## config.mk

```make
export PLATFORM = sky130hd
export DESIGN_NAME = mbd_front_flat
export DESIGN_NICKNAME = d
export VERILOG_FILES = /design/src/rtl/mipmap_box_downsample_assert.svh /design/src/rtl/mbd_pkg.sv /design/src/rtl/mbd_ifs.sv /design/src/rtl/mbd_front.sv /design/src/flat_wrapper.sv
export SDC_FILE = /design/constraint.sdc
export NUM_CORES = 1
export LEC_CHECK = 0
export BUFFER_PORTS_ARGS = -buffer_cell sky130_fd_sc_hd__buf_2
export CORE_UTILIZATION = 40
export CTS_BUF_LIST = sky130_fd_sc_hd__clkbuf_16
export DETAILED_ROUTE_END_ITERATION = 8
export PLACE_DENSITY = 0.71
export SYNTH_ARGS = -nofsm -noshare
export SYNTH_HDL_FRONTEND = slang
export SYNTH_SLANG_ARGS = --single-unit
```

## constraint.sdc

```tcl
create_clock -name clock -period 3.32 [get_ports clock]
set_input_delay 0.664 -clock clock [delete_from_list [all_inputs] [get_ports clock]]
set_output_delay 0.664 -clock clock [all_outputs]
set_load 0.01 [all_outputs]
```

## src/rtl/mipmap_box_downsample_assert.svh

```systemverilog
// Assertion macros for the top level of the mipmap box downsampler.
`ifndef MIPMAP_BOX_DOWNSAMPLE_ASSERT_SVH
`define MIPMAP_BOX_DOWNSAMPLE_ASSERT_SVH

// Same-cycle implication, checked at every rising clock edge outside reset.
`define MBD_ASSERT_SAME(label, clk, rst, ante, cons) \
   label: assert property (@(posedge clk) disable iff (rst) (ante) |-> (cons)) \
      else $error("mbd assertion failed");

// Next-cycle implication, checked at every rising clock edge outside reset.
`define MBD_ASSERT_NEXT(label, clk, rst, ante, cons) \
   label: assert property (@(posedge clk) disable iff (rst) (ante) |=> (cons)) \
      else $error("mbd assertion failed");

`endif

```

## src/rtl/mbd_pkg.sv

```systemverilog
// Package with the shared widths and types of the mipmap box downsampler.
package mbd_pkg;

   localparam int SAMPLE_BITS       = 16;
   localparam int DEFAULT_MAX_WIDTH = 4096;
   localparam int HEIGHT_LIMIT      = 4096;
   localparam int CONFIG_RESET      = 4096;
   localparam int DIM_W             = 13;
   localparam int ROW_W             = 12;
   localparam int DX_W              = 12;
   localparam int COORD_W           = 11;
   localparam int CSR_INDEX_W       = 2;
   localparam int COUNT_W           = 4;
   localparam int PART_W            = SAMPLE_BITS + 2;
   localparam int SUM_W             = SAMPLE_BITS + 4;
   localparam int QUEUE_DEPTH       = 4;
   localparam int QCOUNT_W          = $clog2(QUEUE_DEPTH + 1);

   typedef logic [SAMPLE_BITS-1:0] sample_type;

   typedef struct packed {
      sample_type red;
      sample_type green;
      sample_type blue;
   } pixel_type;

   typedef struct packed {
      logic               first_col;
      logic               last_col;
      logic               first_row;
      logic               emit;
      logic               level_done;
      logic [COUNT_W-1:0] count;
      logic [DX_W-1:0]    dx;
      logic [COORD_W-1:0] dy;
   } tag_type;

   typedef struct packed {
      pixel_type pixel;
      tag_type   tag;
   } item_type;

   typedef struct packed {
      logic                valid;
      logic [QCOUNT_W-1:0] count;
   } qstat_type;

endpackage

```

## src/rtl/mbd_ifs.sv

```systemverilog
// Handshake interfaces for the pixel, result and register write channels.
interface mbd_pix_if import mbd_pkg::*; ();
   logic       valid;
   logic       ready;
   sample_type red_in;
   sample_type green_in;
   sample_type blue_in;

   modport source (output valid, output red_in, output green_in, output blue_in,
                   input ready);
   modport sink (input valid, input red_in, input green_in, input blue_in,
                 output ready);
endinterface


interface mbd_csr_if import mbd_pkg::*; ();
   logic                   valid;
   logic                   ready;
   logic [CSR_INDEX_W-1:0] index;
   logic [DIM_W-1:0]       data;

   modport source (output valid, output index, output data, input ready);
   modport sink (input valid, input index, input data, output ready);
endinterface

```

## src/rtl/mbd_front.sv

```systemverilog
// Front end: level geometry registers, source position tracking and block classification.
module mbd_front import mbd_pkg::*; #(
   parameter int MAX_WIDTH = DEFAULT_MAX_WIDTH
) (
   input  logic     clock,
   input  logic     reset,
   mbd_pix_if.sink  req_pix,
   mbd_csr_if.sink  csr_wr,
   input  logic     q_ready,
   output logic     q_push,
   output item_type q_item
);

   localparam logic [CSR_INDEX_W-1:0] CSR_SOURCE_WIDTH  = CSR_INDEX_W'(0);
   localparam logic [CSR_INDEX_W-1:0] CSR_SOURCE_HEIGHT = CSR_INDEX_W'(1);

   typedef struct packed {
      logic [DIM_W-1:0] last;
      logic [DIM_W-2:0] dest_last;
      logic [1:0]       span;
   } dim_type;

   dim_type            width_geo_ff, width_geo_in;
   dim_type            height_geo_ff, height_geo_in;
   logic [DIM_W-1:0]   col_ff, col_in;
   logic [ROW_W-1:0]   row_ff, row_in;

   logic               csr_write;
   logic               accept;
   logic [DX_W-1:0]    dx_raw, dx;
   logic [COORD_W-1:0] dy_raw, dy;
   logic               dx_at_last, dy_at_last;
   logic               last_col, last_row;
   logic [1:0]         ncols, nrows;

   function automatic logic [DIM_W-1:0] clamp_dim(input logic [DIM_W-1:0] v,
                                                  input int limit);
      logic [DIM_W-1:0] r;
      if (v == '0) r = DIM_W'(1);
      else if (32'(v) > limit) r = DIM_W'(limit);
      else r = v;
      return r;
   endfunction

   function automatic dim_type derive_dim(input logic [DIM_W-1:0] size);
      dim_type          d;
      logic [DIM_W-2:0] half_size;
      half_size   = size[DIM_W-1:1];
      d.last      = size - DIM_W'(1);
      d.dest_last = (half_size == '0) ? '0 : half_size - (DIM_W-1)'(1);
      d.span      = (size == DIM_W'(1)) ? 2'd1 : (size[0] ? 2'd3 : 2'd2);
      return d;
   endfunction

   assign csr_wr.ready  = 1'b1;
   assign req_pix.ready = q_ready;
   assign csr_write     = csr_wr.valid;
   assign accept        = req_pix.valid && q_ready;

   // A destination column or row that would start past the last one folds into it.
   always_comb begin
      dx_raw     = col_ff[DIM_W-1:1];
      dx_at_last = (dx_raw >= width_geo_ff.dest_last);
      dx         = dx_at_last ? width_geo_ff.dest_last : dx_raw;
      last_col   = dx_at_last ? (col_ff == width_geo_ff.last) : col_ff[0];
      ncols      = dx_at_last ? width_geo_ff.span : 2'd2;

      dy_raw     = row_ff[ROW_W-1:1];
      dy_at_last = ({1'b0, dy_raw} >= height_geo_ff.dest_last);
      dy         = dy_at_last ? height_geo_ff.dest_last[COORD_W-1:0] : dy_raw;
      last_row   = dy_at_last ? (row_ff == height_geo_ff.last[ROW_W-1:0]) : row_ff[0];
      nrows      = dy_at_last ? height_geo_ff.span : 2'd2;

      q_item.pixel.red      = req_pix.red_in;
      q_item.pixel.green    = req_pix.green_in;
      q_item.pixel.blue     = req_pix.blue_in;
      q_item.tag.first_col  = !col_ff[0] && (dx_raw <= width_geo_ff.dest_last);
      q_item.tag.last_col   = last_col;
      q_item.tag.first_row  = !row_ff[0] && ({1'b0, dy_raw} <= height_geo_ff.dest_last);
      q_item.tag.emit       = last_col && last_row;
      q_item.tag.level_done = dx_at_last && dy_at_last;
      q_item.tag.count      = COUNT_W'(ncols) * COUNT_W'(nrows);
      q_item.tag.dx         = dx;
      q_item.tag.dy         = dy;
   end

   assign q_push = accept;

   always_comb begin
      width_geo_in  = width_geo_ff;
      height_geo_in = height_geo_ff;
      col_in        = col_ff;
      row_in        = row_ff;
      if (csr_write) begin
         case (csr_wr.index)
            CSR_SOURCE_WIDTH: begin
               width_geo_in = derive_dim(clamp_dim(csr_wr.data, MAX_WIDTH));
               col_in       = '0;
               row_in       = '0;
            end
            CSR_SOURCE_HEIGHT: begin
               height_geo_in = derive_dim(clamp_dim(csr_wr.data, HEIGHT_LIMIT));
               col_in        = '0;
               row_in        = '0;
            end
            default: begin
            end
         endcase
      end else if (accept) begin
         if (col_ff == width_geo_ff.last) begin
            col_in = '0;
            row_in = (row_ff == height_geo_ff.last[ROW_W-1:0]) ? '0 : row_ff + 1'b1;
         end else begin
            col_in = col_ff + 1'b1;
         end
      end
   end

   always_ff @(posedge clock) begin
      if (reset) begin
         width_geo_ff  <= derive_dim(clamp_dim(DIM_W'(CONFIG_RESET), MAX_WIDTH));
         height_geo_ff <= derive_dim(clamp_dim(DIM_W'(CONFIG_RESET), HEIGHT_LIMIT));
         col_ff        <= '0;
         row_ff        <= '0;
      end else begin
         width_geo_ff  <= width_geo_in;
         height_geo_ff <= height_geo_in;
         col_ff        <= col_in;
         row_ff        <= row_in;
      end
   end

endmodule

```

## src/flat_wrapper.sv

```systemverilog
// flat-port wrapper written by rule: the top's interface ports become plain ports
module mbd_front_flat import mbd_pkg::*;
#(
   parameter int MAX_WIDTH = DEFAULT_MAX_WIDTH
)
  (clock, reset, q_ready, q_push, q_item, req_pix_valid, req_pix_red_in, req_pix_green_in, req_pix_blue_in, req_pix_ready, csr_wr_valid, csr_wr_index, csr_wr_data, csr_wr_ready);
  mbd_pix_if req_pix_i ();
  mbd_csr_if csr_wr_i ();
  input  logic clock;
  input  logic reset;
  input  logic q_ready;
  output logic q_push;
  output item_type q_item;
  input wire logic [$bits(req_pix_i.valid)-1:0] req_pix_valid;
  input wire logic [$bits(req_pix_i.red_in)-1:0] req_pix_red_in;
  input wire logic [$bits(req_pix_i.green_in)-1:0] req_pix_green_in;
  input wire logic [$bits(req_pix_i.blue_in)-1:0] req_pix_blue_in;
  output wire logic [$bits(req_pix_i.ready)-1:0] req_pix_ready;
  input wire logic [$bits(csr_wr_i.valid)-1:0] csr_wr_valid;
  input wire logic [$bits(csr_wr_i.index)-1:0] csr_wr_index;
  input wire logic [$bits(csr_wr_i.data)-1:0] csr_wr_data;
  output wire logic [$bits(csr_wr_i.ready)-1:0] csr_wr_ready;
  assign req_pix_i.valid = req_pix_valid;
  assign req_pix_i.red_in = req_pix_red_in;
  assign req_pix_i.green_in = req_pix_green_in;
  assign req_pix_i.blue_in = req_pix_blue_in;
  assign req_pix_ready = req_pix_i.ready;
  assign csr_wr_i.valid = csr_wr_valid;
  assign csr_wr_i.index = csr_wr_index;
  assign csr_wr_i.data = csr_wr_data;
  assign csr_wr_ready = csr_wr_i.ready;
  mbd_front #(.MAX_WIDTH(MAX_WIDTH)) u_core (.clock(clock), .reset(reset), .req_pix(req_pix_i), .csr_wr(csr_wr_i), .q_ready(q_ready), .q_push(q_push), .q_item(q_item));
endmodule
```

==> results.json <==
{
  "yosys_warnings": 0,
  "min_to": "u_core.width_geo_ff[10]$_SDFFE_PP1P_",
  "drtIter0Drc": 335,
  "yosysMostFrequentCell": "dfxtp_1",
  "port_buffers": 53,
  "failed_checks": "negative setup slack",
  "peakVddDrop_mv": 0.269,
  "start_util_pct": 41.7,
  "grt_max_degree": 49,
  "regArea_um2": 1570,
  "critPathSlowestCell": "a221o_1",
  "via_count": 4719,
  "place_ws_ns": 0.151,
  "rsz0062_at_grt": "yes",
  "globalRouteOverflowTotal": 0,
  "cts_tree": "yes",
  "placed_cell_area_um2": 5490,
  "routed_wl_um": 14000,
  "cts_buffers": 9,
  "synthCells": 673,
  "fin_nets": 782,
  "stdcell_count": 859,
  "postSynthAreaPerCell_um2": 7.91,
  "finalHoldViolCount": 0,
  "dieWidth_um": 117,
  "antenna_found_initial": 0,
  "dp_hpwl_um": 10600,
  "drc": 0,
  "hold_class": "reg2reg",
  "slew_headroom_pct": 34.4,
  "whs_path_depth": 2,
  "core_um2": 12800,
  "ys_dominant_reg_cell": "dfxtp_1",
  "path_cells": "inv_2, ha_4, a21o_1, a21o_1, a221o_1, or2_4, nor2_4, o211a_1, ha_2, ha_4, buf_6",
  "grt_pass1_vias": 4169,
  "critPathTopFamily": "compound AO/OA/AOI/OAI gates",
  "fmax_ghz": 0.297,
  "synthesis.nets": 772,
  "synth_area_leader_cell": "dfxtp_1",
  "rows": 41,
  "final_cell_area_um2": 5920,
  "diodes": 0,
  "power.density_nw_per_um2": 360,
  "drtAntennaViolNets": 0,
  "tns_ns": -0.0466,
  "clk_pin_slew_ns": 0.05,
  "area_delta_synth_final_pct": 11.3,
  "critPathBufInv": 2,
  "r2r_cells": 6,
  "synth_edf_count": 0,
  "ys_async_sr_fraction_pct": 0,
  "grt_pass1_wl_um": 22200,
  "startpoint_type": "flop",
  "fin_crit_sh_pct": 101,
  "vias_per_cell": 5.49,
  "multi_input_area_um2": 3190,
  "ios": 151,
  "root_buffer": "clkbuf_16",
  "yosysSeqAreaShare_pct": 29.3,
  "htreeDepth": 3,
  "fin_crit_ns": 3.37,
  "critical_path_arrival_ns": 2.70,
  "cts_buffer_depth": 2,
  "netlist-cell-type-count": 63,
  "finalWeightedCongestion": 0.935,
  "die_y_um": 117,
  "yosys.area.top_type_share_pct": 29.3,
  "status": "finished, violations left",
  "crit_type": "reg2out",
  "synth_seq_cells": 78,
  "wl_per_cell_um": 16.3,
  "r2r_end": "u_core.row_ff[3]$_SDFFE_PP0P_",
  "final.setup.worst_slack_ns": -0.0466,
  "r2r-start": "u_core.col_ff[0]$_SDFFE_PP0P_",
  "worst_slew_pin_slew_ns": 0.972,
  "synth.area.top_cells": "dfxtp_1 29%, ha_1 7.3%, xnor2_1 7.2%, buf_4 7.2%, nand2_1 4.6%",
  "die_area_um2": 13800,
  "netlist_area_um2": 5320,
  "cp.required_ns": 2.66,
  "drive_gt1_share_pct": 21.4,
  "maxCapViolCount": 0,
  "finalPower_uw": 2140,
  "ctsHoldBuffers": 0,
  "first_pass_iters": 5,
  "clk_latency_ns": 0.34,
  "n_fill_cell": 1269,
  "end_kind": "primary output",
  "min_from": "u_core.width_geo_ff[10]$_SDFFE_PP1P_",
  "setup_viol": 1,
  "grtUsageTotal_pct": 20.4,
  "fin_skew_ns": 0.00505,
  "maxSlewViolCount": 0,
  "crit_fanout": 4,
  "dp_cells": 838,
  "clock-sinks": 78,
  "slowest_delay_ns": 0.36,
  "r2r_slack_ns": 1.23,
  "synth_common_cells": "78 x dfxtp_1, 65 x nand2_1, 51 x buf_4",
  "leakage_uw": 0.00264
}
-- worst max-delay path by stage --
stage	start	endpoint	slack, ns	cells after the start
2_1_floorplan	u_core.row_ff[2]$_SDFFE_PP0P_	q_item[25]	0.17	10
3_3_place_gp	u_core.width_geo_ff[12]$_SDFFE_PP1P_	q_item[11]	0.19	9
3_5_place_dp	u_core.width_geo_ff[11]$_SDFFE_PP1P_	q_item[11]	0.15	10
4_1_cts	u_core.width_geo_ff[3]$_SDFFE_PP1P_	q_item[25]	-0.007	11
5_1_grt	u_core.width_geo_ff[11]$_SDFFE_PP1P_	q_item[25]	-0.11	11
6_report	u_core.width_geo_ff[11]$_SDFFE_PP1P_	q_item[25]	-0.05	11
-- metal layers --
metal / share of wire (%) / vias up / global-route usage, %
met5: 0 / - / 0
met4: 3.4 / 0 / 9.74
li1: - / 2339 / -
met3: 6.1 / 29 / 4.72
met2: 43 / 152 / 29.5
met1: 48 / 2199 / 28.3
-- cell type report --
| class | instances | area share [%] |
|---|---|---|
| Tap cell | 172 | 3.63 |
| Clock buffer | 9 | 3.80 |
| Inverter | 34 | 2.15 |
| Sequential cell | 78 | 26.4 |
| Clock inverter | 6 | 0.422 |
| Timing Repair Buffer | 90 | 9.61 |
| Multi-Input combinational cell | 470 | 53.9 |
-- cell usage in the layout (no fill, tap or decap), types with 8 or more instances in the layout --
cell type,n
xor2_1,8
a21oi_1,38
inv_1,36
buf_4,35
mux2_2,12
nor3_1,20
dfxtp_1,74
nor2_1,47
ha_1,27
nand3_1,27
clkbuf_16,9
o21ai_0,37
buf_2,50
nand2_1,64
o211ai_1,30
xnor2_1,44
nand4_1,13
-- per-stage QoR --
stage               hold slack (ns)  util [%]
finish                        0.455      46.4
detailed placement            0.455      43.0
floorplan                     0.436         -
global route                  0.485      46.4
CTS                           0.463      45.7
global placement              0.449      43.0
-- worst min-delay path, delay by kind of cell (launching register included) --
| family | cells | cell delay, ns |
|---|---|---|
| flip-flops | 1 | 0.32 |
| AO/OA/AOI/OAI | 2 | 0.10 |
-- cells by family after synthesis --
logic type               synth area share, %
other                                 0.0704
flip-flops                              29.3
AND/OR/NAND/NOR                         20.0
XOR/XNOR                                8.55
adder cells (fa/ha/maj)                 7.29
AO/OA/AOI/OAI                           19.0
buffers and inverters                   12.7
multiplexers                            3.01
-- power breakdown --
group          switching [µW]  internal [µW]  total (µW)
registers                29.1            972        1000
clock network             362            488         850
logic                     178            107         284
total                     569           1570        2140
-- sequential cells by signal, indices dropped and copies added (netlist names) --
signal and flops:
u_core.col_ff 13, u_core.height_geo_ff 26, u_core.row_ff 12, u_core.width_geo_ff 27
-- repair_timing --
item,in CTS,in global routing
gates resized for setup,21,10
cloned,0,0
endpoints found under the setup margin,11,19
setup buffers,2,4
pin swaps,5,3
No activity file was read; power rests on OpenSTA's default activity.
