<file path="src/rtl/mipmap_box_downsample_assert.svh">
// Assertion macros for the top level of the mipmap box downsampler.
`ifndef MIPMAP_BOX_DOWNSAMPLE_ASSERT_SVH
`define MIPMAP_BOX_DOWNSAMPLE_ASSERT_SVH

// Same-cycle implication, checked at every rising clock edge outside reset.
`define MBD_ASSERT_SAME(label, clk, rst, ante, cons) \
   label: assert property (@(posedge clk) disable iff (rst) (ante) |-> (cons)) \
      else $error("mbd assertion failed");

// Next-cycle implication, checked at every rising clock edge outside reset.
`define MBD_ASSERT_NEXT(label, clk, rst, ante, cons) \
   label: assert property (@(posedge clk) disable iff (rst) (ante) |=> (cons)) \
      else $error("mbd assertion failed");

`endif

</file>
<file path="src/rtl/mbd_pkg.sv">
// Package with the shared widths and types of the mipmap box downsampler.
package mbd_pkg;

   localparam int SAMPLE_BITS       = 16;
   localparam int DEFAULT_MAX_WIDTH = 4096;
   localparam int HEIGHT_LIMIT      = 4096;
   localparam int CONFIG_RESET      = 4096;
   localparam int DIM_W             = 13;
   localparam int ROW_W             = 12;
   localparam int DX_W              = 12;
   localparam int COORD_W           = 11;
   localparam int CSR_INDEX_W       = 2;
   localparam int COUNT_W           = 4;
   localparam int PART_W            = SAMPLE_BITS + 2;
   localparam int SUM_W             = SAMPLE_BITS + 4;
   localparam int QUEUE_DEPTH       = 4;
   localparam int QCOUNT_W          = $clog2(QUEUE_DEPTH + 1);

   typedef logic [SAMPLE_BITS-1:0] sample_type;

   typedef struct packed {
      sample_type red;
      sample_type green;
      sample_type blue;
   } pixel_type;

   typedef struct packed {
      logic               first_col;
      logic               last_col;
      logic               first_row;
      logic               emit;
      logic               level_done;
      logic [COUNT_W-1:0] count;
      logic [DX_W-1:0]    dx;
      logic [COORD_W-1:0] dy;
   } tag_type;

   typedef struct packed {
      pixel_type pixel;
      tag_type   tag;
   } item_type;

   typedef struct packed {
      logic                valid;
      logic [QCOUNT_W-1:0] count;
   } qstat_type;

endpackage

</file>
<file path="src/rtl/mbd_queue.sv">
// Short item queue between the classifying front end and the filtering back end.
module mbd_queue import mbd_pkg::*; (
   input  logic      clock,
   input  logic      reset,
   input  logic      push,
   input  item_type  push_item,
   output logic      push_ready,
   input  logic      pop,
   output item_type  head,
   output qstat_type stat
);

   localparam int PTR_W = (QUEUE_DEPTH > 1) ? $clog2(QUEUE_DEPTH) : 1;

   item_type            slots [QUEUE_DEPTH];
   logic [PTR_W-1:0]    wr_ptr_ff, wr_ptr_in;
   logic [PTR_W-1:0]    rd_ptr_ff, rd_ptr_in;
   logic [QCOUNT_W-1:0] count_ff, count_in;

   function automatic logic [PTR_W-1:0] ptr_next(input logic [PTR_W-1:0] ptr);
      return (ptr == PTR_W'(QUEUE_DEPTH - 1)) ? '0 : ptr + 1'b1;
   endfunction

   always_comb begin
      wr_ptr_in = push ? ptr_next(wr_ptr_ff) : wr_ptr_ff;
      rd_ptr_in = pop ? ptr_next(rd_ptr_ff) : rd_ptr_ff;
      count_in  = count_ff + QCOUNT_W'(push) - QCOUNT_W'(pop);
   end

   always_ff @(posedge clock) begin
      if (reset) begin
         wr_ptr_ff <= '0;
         rd_ptr_ff <= '0;
         count_ff  <= '0;
      end else begin
         wr_ptr_ff <= wr_ptr_in;
         rd_ptr_ff <= rd_ptr_in;
         count_ff  <= count_in;
      end
   end

   always_ff @(posedge clock) begin
      if (push) begin
         slots[wr_ptr_ff] <= push_item;
      end
   end

   assign head       = slots[rd_ptr_ff];
   assign push_ready = (count_ff != QCOUNT_W'(QUEUE_DEPTH));
   assign stat.valid = (count_ff != '0);
   assign stat.count = count_ff;

endmodule

</file>
<file path="config.mk">
export PLATFORM = sky130hd
export DESIGN_NAME = mbd_queue
export DESIGN_NICKNAME = d
export VERILOG_FILES = /design/src/rtl/mipmap_box_downsample_assert.svh /design/src/rtl/mbd_pkg.sv /design/src/rtl/mbd_queue.sv
export SDC_FILE = /design/constraint.sdc
export NUM_CORES = 1
export LEC_CHECK = 0
export ABC_AREA = 1
export BUFFER_PORTS_ARGS = -buffer_cell sky130_fd_sc_hd__clkbuf_2
export CAP_MARGIN = 20
export CORE_MARGIN = 10
export CORE_UTILIZATION = 30
export DETAILED_ROUTE_END_ITERATION = 12
export HOLD_SLACK_MARGIN = 0.15
export PLACE_DENSITY = 0.58
export SETUP_SLACK_MARGIN = 0.5
export SYNTH_ARGS = -nofsm -noshare
export SYNTH_HDL_FRONTEND = slang
export SYNTH_SLANG_ARGS = --single-unit
export TNS_END_PERCENT = 100
</file>
<file path="constraint.sdc">
create_clock -name clock -period 3.2 [get_ports clock]
set_input_delay 0.32 -clock clock [delete_from_list [all_inputs] [get_ports clock]]
set_output_delay 0.32 -clock clock [all_outputs]
set_load 0.01 [all_outputs]
</file>
==> results of run 1 <==
[power groups by stage]
stage                     logic (W)  clock network (W)  registers, W
after floorplan            0.000599                  0       0.00508
after global placement     0.000987                  0       0.00510
after detailed placement    0.00100                  0       0.00511
after CTS                   0.00109            0.00399       0.00502
after global routing        0.00119            0.00417       0.00503
final                       0.00105            0.00385       0.00502
[through the flow]
| stage | area [sq um] | utilization (%) |
|---|---|---|
| floorplan | 13090 | - |
| global placement | 14490 | 33.65 |
| detailed placement | 14490 | 33.65 |
| CTS | 16430 | 38.15 |
| global route | 16440 | 38.16 |
| finish | 16440 | 38.16 |
[flip-flops by register name (all words and copies together) (netlist names), named ones only]
register,cells
slots,320
rd_ptr_ff,2
wr_ptr_ff,2
count_ff,3
[layout make-up]
cell class                      count  share of cell area, %
Sequential cell                   329                  59.59
Multi-Input combinational cell    435                  13.56
Timing Repair Buffer              267                  11.51
Clock buffer                       44                  6.051
Tap cell                          585                  4.452
Inverter                          177                  4.102
Clock inverter                     22                 0.7002
Antenna cell                        2                0.03044
[cell families (layout without fill, tap and decap cells)]
kind of cell	after synthesis	after routing
flip-flops	329	329
AO/OA/AOI/OAI	246	246
buffers and inverters	231	510
AND/OR/NAND/NOR	181	181
adder cells (fa/ha/maj)	8	8
other	0	2
[cell usage in the layout (no fill, tap or decap), drive strengths merged]
cell / count
a21oi: 83
nand2: 169
buf: 16
dlygate4sd3: 83
clkinv: 16
diode: 2
clkbuf: 212
dfxtp: 9
o21ai: 83
ha: 7
clkinvlp: 3
o211ai: 80
inv: 180
nor2: 9
fa: 1
edfxtp: 320
nand3: 3
[routing by layer]
layer  GRT usage [%]  vias to the layer above  routed length [um]
met1           13.08                     3790               12460
met4           3.952                        4                 665
li1                -                     3962                   -
met2           17.81                      177               13470
met3           3.512                       50                1915
met5               0                        -                  28
[worst max path at each step]
stage,startpoint,end,depth (start not counted)
finish,flip-flop,head[27],5
floorplan,wr_ptr_ff[0]$_SDFFE_PP0P_,slots[2][0]$_DFFE_PP_,4
detailed placement,flip-flop,head[58],4
global route,flip-flop,head[27],5
global placement,flip-flop,head[48],4
CTS,flip-flop,head[58],4
[Yosys cell counts]
library cell	n	area (sq um)
edfxtp_1	320	9609
inv_1	177	664.4
nand2_1	169	634.4
a21oi_1	81	405.4
o211ai_1	80	600.6
o21ai_1	59	295.3
o21ai_0	24	120.1
buf_6	22	247.7
buf_2	20	100.1
dfxtp_1	9	180.2
nor2_1	9	33.78
ha_1	7	87.58
clkbuf_2	6	30.03
buf_1	3	11.26
nand3_1	3	15.01
a21oi_2	2	17.52
clkbuf_1	2	7.510
buf_4	1	7.510
fa_1	1	20.02
[worst max-delay path: stages, from the launching register on]
cell	delay [ns]
dfxtp_4	0.71
buf_4	0.42
nand2_1	0.09
o211ai_1	0.10
nand2_1	0.11
clkbuf_2	0.14
[timing repair]
item,4_1_cts,5_1_grt
hold endpoints to repair,329,0
resized for setup,0,0
hold buffers,83,0
==> qor.csv, run 1 <==
stage;metric;value;unit
timing;RSZ-0062 raised after global routing;false;
timing;slew at the pin closest to its max-slew limit;0.7177;ns
setup_path;r2r worst-path depth;5;
timing;max frequency;407.5;MHz
place;pre-CTS setup slack;1.252;ns
place;Cells after DPL;1710;
synthesis;Post-Syn Area per Cell;13.15;sq um
min_path;min-delay src;wr_ptr_ff[0]$_SDFFE_PP0P_;
global_route;initial antenna violation count;4;
clock_network;Worst-Skew Late Latency;0.54;ns
routing;Initial DRC Count;454;
synthesis;sequential fraction of the synthesis area;74.80;%
synthesis;Synth Area in Simple Gates;5.220;%
timing;setup TNS;0;ns
pwr;Net Sw Power;0.002363;W
clock_network;CTS Sinks;329;
pwr;Flop pwr share;50.6;%
synthesis;Syn Inst Count;995;
global_route;vias in the first global route;7999;
flow_run;max-cap violation count;0;
setup_path;Startpoint Class;flip-flop;
synthesis;Seq cells post-synth;329;
clock_network;Post-CTS Setup Bufs;0;
timing;Setup-failing EPs final;0;
setup_path;Setup CP Type;reg -> out;
pwr;Gate power share;10.6;%
floorplan;row count;76;
timing;clock skew;0.02124;ns
min_path;WHS Path Cells;2;
finish;number of fill cells;4086;
routing;routed via count;7983;
setup_path;CP Max Fanout;50;
clock_network;CTS Buf Count;37;
synthesis;XOR/XNOR Fraction of Synth Area;0;%
synthesis;area of the mapped netlist;13090;sq um
finish;synth-to-layout area growth;25.61;%
timing;final setup margin;0.7458;ns
timing;final worst hold slack;0.5254;ns
timing;final hold violation count;0;
routing;Pre-Repair DR Iteration Count;4;
clock_network;CTS tree;built;
routing;DR WL/cell;15.33;um
clock_network;H-Tree Depth;2;
setup_path;required time worst endpoint;2.88;ns
timing;slew margin rel.;52.15;%
synthesis;adder-cell share of the synthesized area;0.8222;%
global_route;global-route wire length before repair;45.14;mm
synthesis;synthesized net count;1087;
pwr;Switching Share;23.82;%
setup_path;critical path endpoint category;output port;
timing;Min Clock Period, post-route;2.454;ns
pwr;Pleak;6.393;nW
synthesis;Synth Area in Compound Gates;10.99;%
routing;Via-to-Cell Ratio;4.290;
clock_network;clk slew on worst S/H paths;0.05;ns
setup_path;r2r endpoint;slots[2][50]$_DFFE_PP_;
clock_network;clock buffer depth;3;
timing;final worst path period share;76.69;%
finish;area of the multi-input gates;2230;sq um
floorplan;overall die area;52380;sq um
global_route;grt total ovfl;0;
place;GPL Wtd Cong;0.7252;
place;port bufs;168;
routing;Post-route DRC;0;
synthesis;synthesis warning total;0;
pwr;Final Power;0.009921;W
floorplan;initial core utilization;30.38;%
pwr;Int Power;0.007557;W
synthesis;largest family of logic cells by synthesized area;compound AO/OA/AOI/OAI gates;
place;Detailed Place HPWL;17.51;mm
setup_path;crit path DAT;2.13;ns
floorplan;Horiz. Die Dim;228.9;um
clock_network;Root Buffer Master;clkbuf_16;
min_path;Hold Crit Class;reg -> reg;
pwr;Clock power frac;38.8;%
routing;post-route ant nets;0;
run_status;status;completed;
finish;layout cells sized above 1;18.76;%
setup_path;reg2reg start;wr_ptr_ff[0]$_SDFFE_PP0P_;
global_route;largest net degree at the start of global routing;80;
min_path;Hold EP;wr_ptr_ff[0]$_SDFFE_PP0P_;
timing;Slew Viols, Final;0;
synthesis;post-synthesis mux area share;0;%
finish;fin nets;1339;
finish;Reg area;9797;sq um
floorplan;I/O Pins;169;
routing;drt total wl;28.54;mm
setup_path;r2r setup slk;1.36;ns
floorplan;die height;228.9;um
global_route;GRT Resource Usage Total;10.84;%
floorplan;core area;43080;sq um
pwr;peak supply drop;444.5;uV
synthesis;Synth cell types;19;
pwr;Power Density;603.5;nW/um^2
finish;Non-Filler Instances;1861;
Power figures use the tool's default switching activity.
==> inputs of run 2 (changes only) <==
- PLACE_DENSITY: 0.58 -> 0.6
- clock period: 3.2 -> 2 ns (I/O delays scaled with it)
==> qor.csv, run 2 (synthesis gave the netlist of run 1 again) <==
stage;metric;value;unit;change
finish;largest registers;slots (320), count_ff (3);;unchanged
routing;Via-to-Cell Ratio;4.416;;was 4.290
routing;Initial DRC Count;525;;was 454
timing;final worst hold slack;0.4171;ns;was 0.5254 ns
setup_path;Setup CP Type;reg -> out;;unchanged
setup_path;slowest stage delay, CP;0.40;ns;was 0.71 ns
setup_path;CP Max Fanout;44;;was 50
clock_network;clock buffer depth;3;;unchanged
clock_network;CTS Buf Count;38;;was 37
floorplan;core area;43080;sq um;unchanged
routing;routed via count;8422;;was 7983
setup_path;r2r setup slk;0.50;ns;was 1.36 ns
clock_network;H-Tree Depth;2;;unchanged
setup_path;reg2reg start;count_ff[0]$_SDFF_PP0_;;was wr_ptr_ff[0]$_SDFFE_PP0P_
global_route;largest net degree at the start of global routing;73;;was 80
finish;commonest non-fill, non-tap cell in the layout;edfxtp_1;;unchanged
clock_network;clk slew on worst S/H paths;0.06;ns;was 0.05 ns
timing;Setup-failing EPs final;0;;unchanged
floorplan;initial core utilization;30.38;%;unchanged
timing;max frequency;500.8;MHz;
clock_network;CTS Sinks;329;;unchanged
setup_path;Buf/Inv on CP;3;;was 2
pwr;Final Power;0.01720;W;was 0.009921 W
place;Detailed Place HPWL;16.71;mm;was 17.51 mm
floorplan;overall die area;52380;sq um;unchanged
global_route;vias in the first global route;8567;;was 7999
global_route;global-route wire length before repair;49.92;mm;was 45.14 mm
timing;Min Clock Period, post-route;1.997;ns;
setup_path;r2r worst-path depth;7;;was 5
timing;clock skew;0.01561;ns;was 0.02124 ns
floorplan;Horiz. Die Dim;228.9;um;unchanged
routing;DR WL/cell;17.28;um;was 15.33 um
clock_network;CTS tree;built;;unchanged
global_route;GRT Resource Usage Total;12.01;%;was 10.84%
timing;final setup margin;0.003237;ns;was 0.7458 ns
routing;Pre-Repair DR Iteration Count;5;;was 4
finish;number of fill cells;3933;;was 4086
finish;area of the multi-input gates;2545;sq um;was 2230 sq um
finish;Reg area;9803;sq um;was 9797 sq um
setup_path;critical path endpoint category;output port;;unchanged
place;GPL Wtd Cong;0.7147;;was 0.7252
setup_path;Startpoint Class;flip-flop;;unchanged
timing;slew at the pin closest to its max-slew limit;0.3013;ns;was 0.7177 ns
finish;synth-to-layout area growth;37.86;%;was 25.61%
floorplan;row count;76;;unchanged
routing;drt total wl;32.96;mm;was 28.54 mm
pwr;Power Density;953.6;nW/um^2;was 603.5 nW/um^2
floorplan;die height;228.9;um;unchanged
setup_path;r2r endpoint;count_ff[1]$_SDFF_PP0_;;was slots[2][50]$_DFFE_PP_
place;port bufs;168;;unchanged
finish;most frequent cells in the layout;edfxtp_1, inv_1, clkbuf_2;;was edfxtp_1, inv_1, nand2_1
min_path;Hold EP;count_ff[0]$_SDFF_PP0_;;was wr_ptr_ff[0]$_SDFFE_PP0P_
flow_run;max-cap violation count;0;;unchanged
floorplan;I/O Pins;169;;unchanged
timing;slew margin rel.;79.91;%;was 52.15%
min_path;min-delay src;reset;;was wr_ptr_ff[0]$_SDFFE_PP0P_
routing;Post-route DRC;0;;unchanged
timing;setup TNS;0;ns;unchanged
timing;final worst path period share;99.84;%;
pwr;Pleak;6.966;nW;was 6.393 nW
finish;layout cells sized above 1;28.89;%;was 18.76%
clock_network;Root Buffer Master;clkbuf_16;;unchanged
min_path;WHS Path Cells;3;;was 2
finish;max reg flops;320;;unchanged
timing;RSZ-0062 raised after global routing;true;;was false
finish;Largest Register;slots;;unchanged
setup_path;CP max stage cell;dfxtp_4;;unchanged
timing;Slew Viols, Final;0;;unchanged
setup_path;crit path DAT;1.80;ns;was 2.13 ns
setup_path;CP cell instances;buf_12, buf_16, a21oi_1, o21ai_1, nand2_1, clkbuf_2;;was buf_4, nand2_1, o211ai_1, nand2_1, clkbuf_2
setup_path;cell family with most CP delay;buffers and inverters;;was flip-flops
clock_network;Worst-Skew Late Latency;0.54;ns;about the same
min_path;Hold Crit Class;in -> reg;;was reg -> reg
timing;final hold violation count;0;;unchanged
global_route;initial antenna violation count;3;;was 4
routing;post-route ant nets;0;;unchanged
finish;fin nets;1383;;was 1339
global_route;grt total ovfl;0;;unchanged
pwr;peak supply drop;704.2;uV;was 444.5 uV
place;pre-CTS setup slack;0.3503;ns;was 1.252 ns
setup_path;required time worst endpoint;1.80;ns;was 2.88 ns
run_status;status;completed;;unchanged
run 2: how the worst max path moves through the flow:
stage / endpoint / slack (ns) / depth (start not counted)
global route: head[60] / -0.1 / 6
floorplan: slots[0][0]$_DFFE_PP_ / -0.16 / 4
detailed placement: slots[0][31]$_DFFE_PP_ / 0.35 / 5
finish: head[35] / 0.003 / 6
CTS: head[35] / -0.02 / 6
global placement: slots[0][28]$_DFFE_PP_ / 0.36 / 5
run 2: final cells by class:
class / count / share of cell area [%]
inverter: 177 / 3.779
sequential: 329 / 54.33
clock buffer: 50 / 5.874
tap: 585 / 4.057
timing repair buffer: 310 / 16.85
antenna: 3 / 0.04161
clock inverter: 18 / 0.9570
multi-input combinational: 435 / 14.11
run 2: worst reg2reg max path: cells and delay by family (launching register included):
kind | cells | cell delay [ns]
and+or+nand+nor | 1 | 0.07
adders and majority gates | 3 | 0.92
buffers and inverters | 3 | 0.12
DFF | 1 | 0.33
run 2: layer usage:
layer	part of all wire [%]	routed length (um)	track usage [%]
met2	49	16010	19.72
met4	1.7	563	3.890
met3	5.7	1870	3.165
met1	44	14510	15.16
met5	0	0	0
run 2: report_power, final:
group / switching (W) / internal [W]
combinational: 0.00130 / 0.00104
clock: 0.00273 / 0.00413
sequential: 0.000100 / 0.00790
total: 0.00414 / 0.0131
run 2: through the flow:
step           std cells  util (%)  area [sq um]
2_1_floorplan        995         -         13140
3_3_place_gp        1716     34.08         14680
3_5_place_dp        1716     34.08         14680
4_1_cts             1896     41.26         17770
5_1_grt             1907     41.88         18040
6_report            1907     41.88         18040
run 2: timing repair:
item	4_1_cts	5_1_grt
setup endpoints to repair	153	91
gates resized for setup	146	30
cloned	17	8
pin swaps	74	9
hold endpoints to repair	329	0
setup buffers	12	0
hold buffers	83	0
==> inputs of run 3 (changes only) <==
- CELL_PAD_IN_SITES_DETAIL_PLACEMENT: unset -> 1
- CELL_PAD_IN_SITES_GLOBAL_PLACEMENT: unset -> 1
- PLACE_DENSITY: 0.6 -> 0.68
==> qor.csv, run 3 (synthesis gave the netlist of run 1 again) <==
stage;metric;value;unit;change
timing;Min Clock Period, post-route;1.973;ns;was 1.997 ns
global_route;global-route wire length before repair;52.77;mm;was 49.92 mm
finish;largest registers;slots (320), count_ff (3);;unchanged
timing;final hold violation count;0;;unchanged
timing;final worst path period share;98.66;%;was 99.84%
clock_network;Worst-Skew Late Latency;0.53;ns;was 0.54 ns
timing;slew at the pin closest to its max-slew limit;0.3159;ns;was 0.3013 ns
floorplan;I/O Pins;169;;unchanged
floorplan;die height;228.9;um;unchanged
finish;most frequent cells in the layout;edfxtp_1, inv_1, nand2_1;;was edfxtp_1, inv_1, clkbuf_2
routing;drt total wl;36.32;mm;was 32.96 mm
global_route;GRT Resource Usage Total;12.70;%;was 12.01%
clock_network;H-Tree Depth;2;;unchanged
clock_network;Root Buffer Master;clkbuf_16;;unchanged
finish;number of fill cells;4521;;was 3933
setup_path;critical path endpoint category;output port;;unchanged
finish;Final Cell Area;17630;sq um;was 18040 sq um
place;port bufs;168;;unchanged
setup_path;CP Max Fanout;9;;was 44
pwr;Final Power;0.01646;W;was 0.01720 W
setup_path;slowest stage delay, CP;0.38;ns;was 0.40 ns
timing;max frequency;506.8;MHz;was 500.8 MHz
timing;setup TNS;0;ns;unchanged
routing;Post-route DRC;0;;unchanged
timing;Setup-failing EPs final;0;;unchanged
setup_path;CP max stage cell;dfxtp_4;;unchanged
setup_path;CP cell instances;buf_4, buf_8, buf_16, o211ai_1, nand2_1, buf_2;;was buf_12, buf_16, a21oi_1, o21ai_1, nand2_1, clkbuf_2
setup_path;Setup CP Type;reg -> out;;unchanged
floorplan;row count;76;;unchanged
routing;Initial DRC Count;450;;was 525
floorplan;overall die area;52380;sq um;unchanged
clock_network;clk slew on worst S/H paths;0.06;ns;about the same
clock_network;clock buffer depth;3;;unchanged
routing;Via-to-Cell Ratio;4.524;;was 4.416
flow_run;max-cap violation count;0;;unchanged
place;GPL Wtd Cong;0.6887;;was 0.7147
setup_path;crit path DAT;1.77;ns;was 1.80 ns
finish;fin nets;1383;;unchanged
finish;synth-to-layout area growth;34.69;%;was 37.86%
setup_path;Startpoint Class;flip-flop;;unchanged
global_route;grt total ovfl;0;;unchanged
run_status;status;completed;;unchanged
timing;RSZ-0062 raised after global routing;true;;unchanged
min_path;Hold Crit Class;in -> reg;;unchanged
timing;Slew Viols, Final;0;;unchanged
place;Post-DP Area;14700;sq um;was 14680 sq um
pwr;Pleak;6.818;nW;was 6.966 nW
setup_path;required time worst endpoint;1.80;ns;about the same
routing;post-route ant nets;0;;unchanged
timing;slew margin rel.;78.94;%;was 79.91%
clock_network;CTS Buf Count;36;;was 38
global_route;initial antenna violation count;2;;was 3
routing;DR WL/cell;19.09;um;was 17.28 um
finish;layout cells sized above 1;26.52;%;was 28.89%
timing;clock skew;0.01145;ns;was 0.01561 ns
pwr;peak supply drop;781.9;uV;was 704.2 uV
finish;commonest non-fill, non-tap cell in the layout;edfxtp_1;;unchanged
clock_network;CTS tree;built;;unchanged
routing;routed via count;8609;;was 8422
floorplan;Horiz. Die Dim;228.9;um;unchanged
place;Detailed Place HPWL;18.78;mm;was 16.71 mm
finish;Layout Utilization;40.92;%;was 41.88%
finish;max reg flops;320;;unchanged
floorplan;core area;43080;sq um;unchanged
routing;Pre-Repair DR Iteration Count;4;;was 5
pwr;Power Density;933.5;nW/um^2;was 953.6 nW/um^2
finish;Largest Register;slots;;unchanged
global_route;largest net degree at the start of global routing;43;;was 73
global_route;vias in the first global route;9353;;was 8567
floorplan;initial core utilization;30.38;%;unchanged
clock_network;CTS Sinks;329;;unchanged
-- run 3: changes by cell type in the layout (fill, tap and decap cells not counted), sizes merged --
cell / delta
buf: +27
bufinv: -2
clkbuf: -28
clkinv: +4
clkinvlp: -2
diode: -1
inv: -2
-- run 3: routing by layer --
metal  vias up  routed length [um]  global-route usage (%)
li1       4062                   -                       -
met1      4313               14910                   14.50
met2       165               18500                   22.69
met3        69                1807                   2.904
met4         0                1102                   4.821
met5         -                   0                       0
-- run 3: worst max-delay path, delay by kind of cell, from the launching register on --
family	cells	cell delay, ns
buf+inv	4	0.59
compound gates	1	0.15
flops	1	0.38
simple gates	1	0.13
-- run 3: layout make-up --
class	instances	area [sq um]	area share (%)
well taps	585	732.0	4.152
multi-input cells	435	2445	13.87
clock inverters	16	106.4	0.6033
inverters	177	681.9	3.868
flip-flops and latches	329	9803	55.61
diodes	2	5.005	0.02839
clock buffers	47	963.4	5.465
repair buffers	312	2892	16.40
-- run 3: report_power, final --
group | leakage (nW) | total (W) | switching, W | internal [W]
sequential | 3.02 | 0.00800 | 0.0000984 | 0.00790
clock | 0.521 | 0.00612 | 0.00260 | 0.00352
combinational | 3.28 | 0.00233 | 0.00133 | 0.00101
total | 6.82 | 0.0165 | 0.00403 | 0.0124
-- run 3: worst paths after layout --
| check | start | end | slack (ns) | cells past startpoint |
|---|---|---|---|---|
| max | flip-flop | head[11] | 0.03 | 6 |
| min | pop | count_ff[0]$_SDFF_PP0_ | 0.28 | 6 |
| max reg2reg | count_ff[0]$_SDFF_PP0_ | count_ff[1]$_SDFF_PP0_ | 0.45 | 7 |
| min reg2reg | wr_ptr_ff[1]$_SDFFE_PP0P_ | wr_ptr_ff[1]$_SDFFE_PP0P_ | 0.49 | 2 |
-- run 3: stage by stage --
stage / instances / setup slack (ns) / hold WS, ns
after floorplan: 995 / -0.1631 / 0.2638
after global placement: 1719 / 0.4805 / 0.4169
after detailed placement: 1719 / 0.4127 / 0.4250
after CTS: 1883 / 0.005220 / 0.2917
after global routing: 1903 / -0.07377 / 0.2874
final: 1903 / 0.02673 / 0.2791
-- run 3: repair_timing --
item	in CTS	in global routing
pin swaps	5	22
buffers inserted	9	4
cloned	9	14
hold buffers	83	0
resized for setup	27	116
setup endpoints to repair	83	84
hold endpoints to repair	329	0
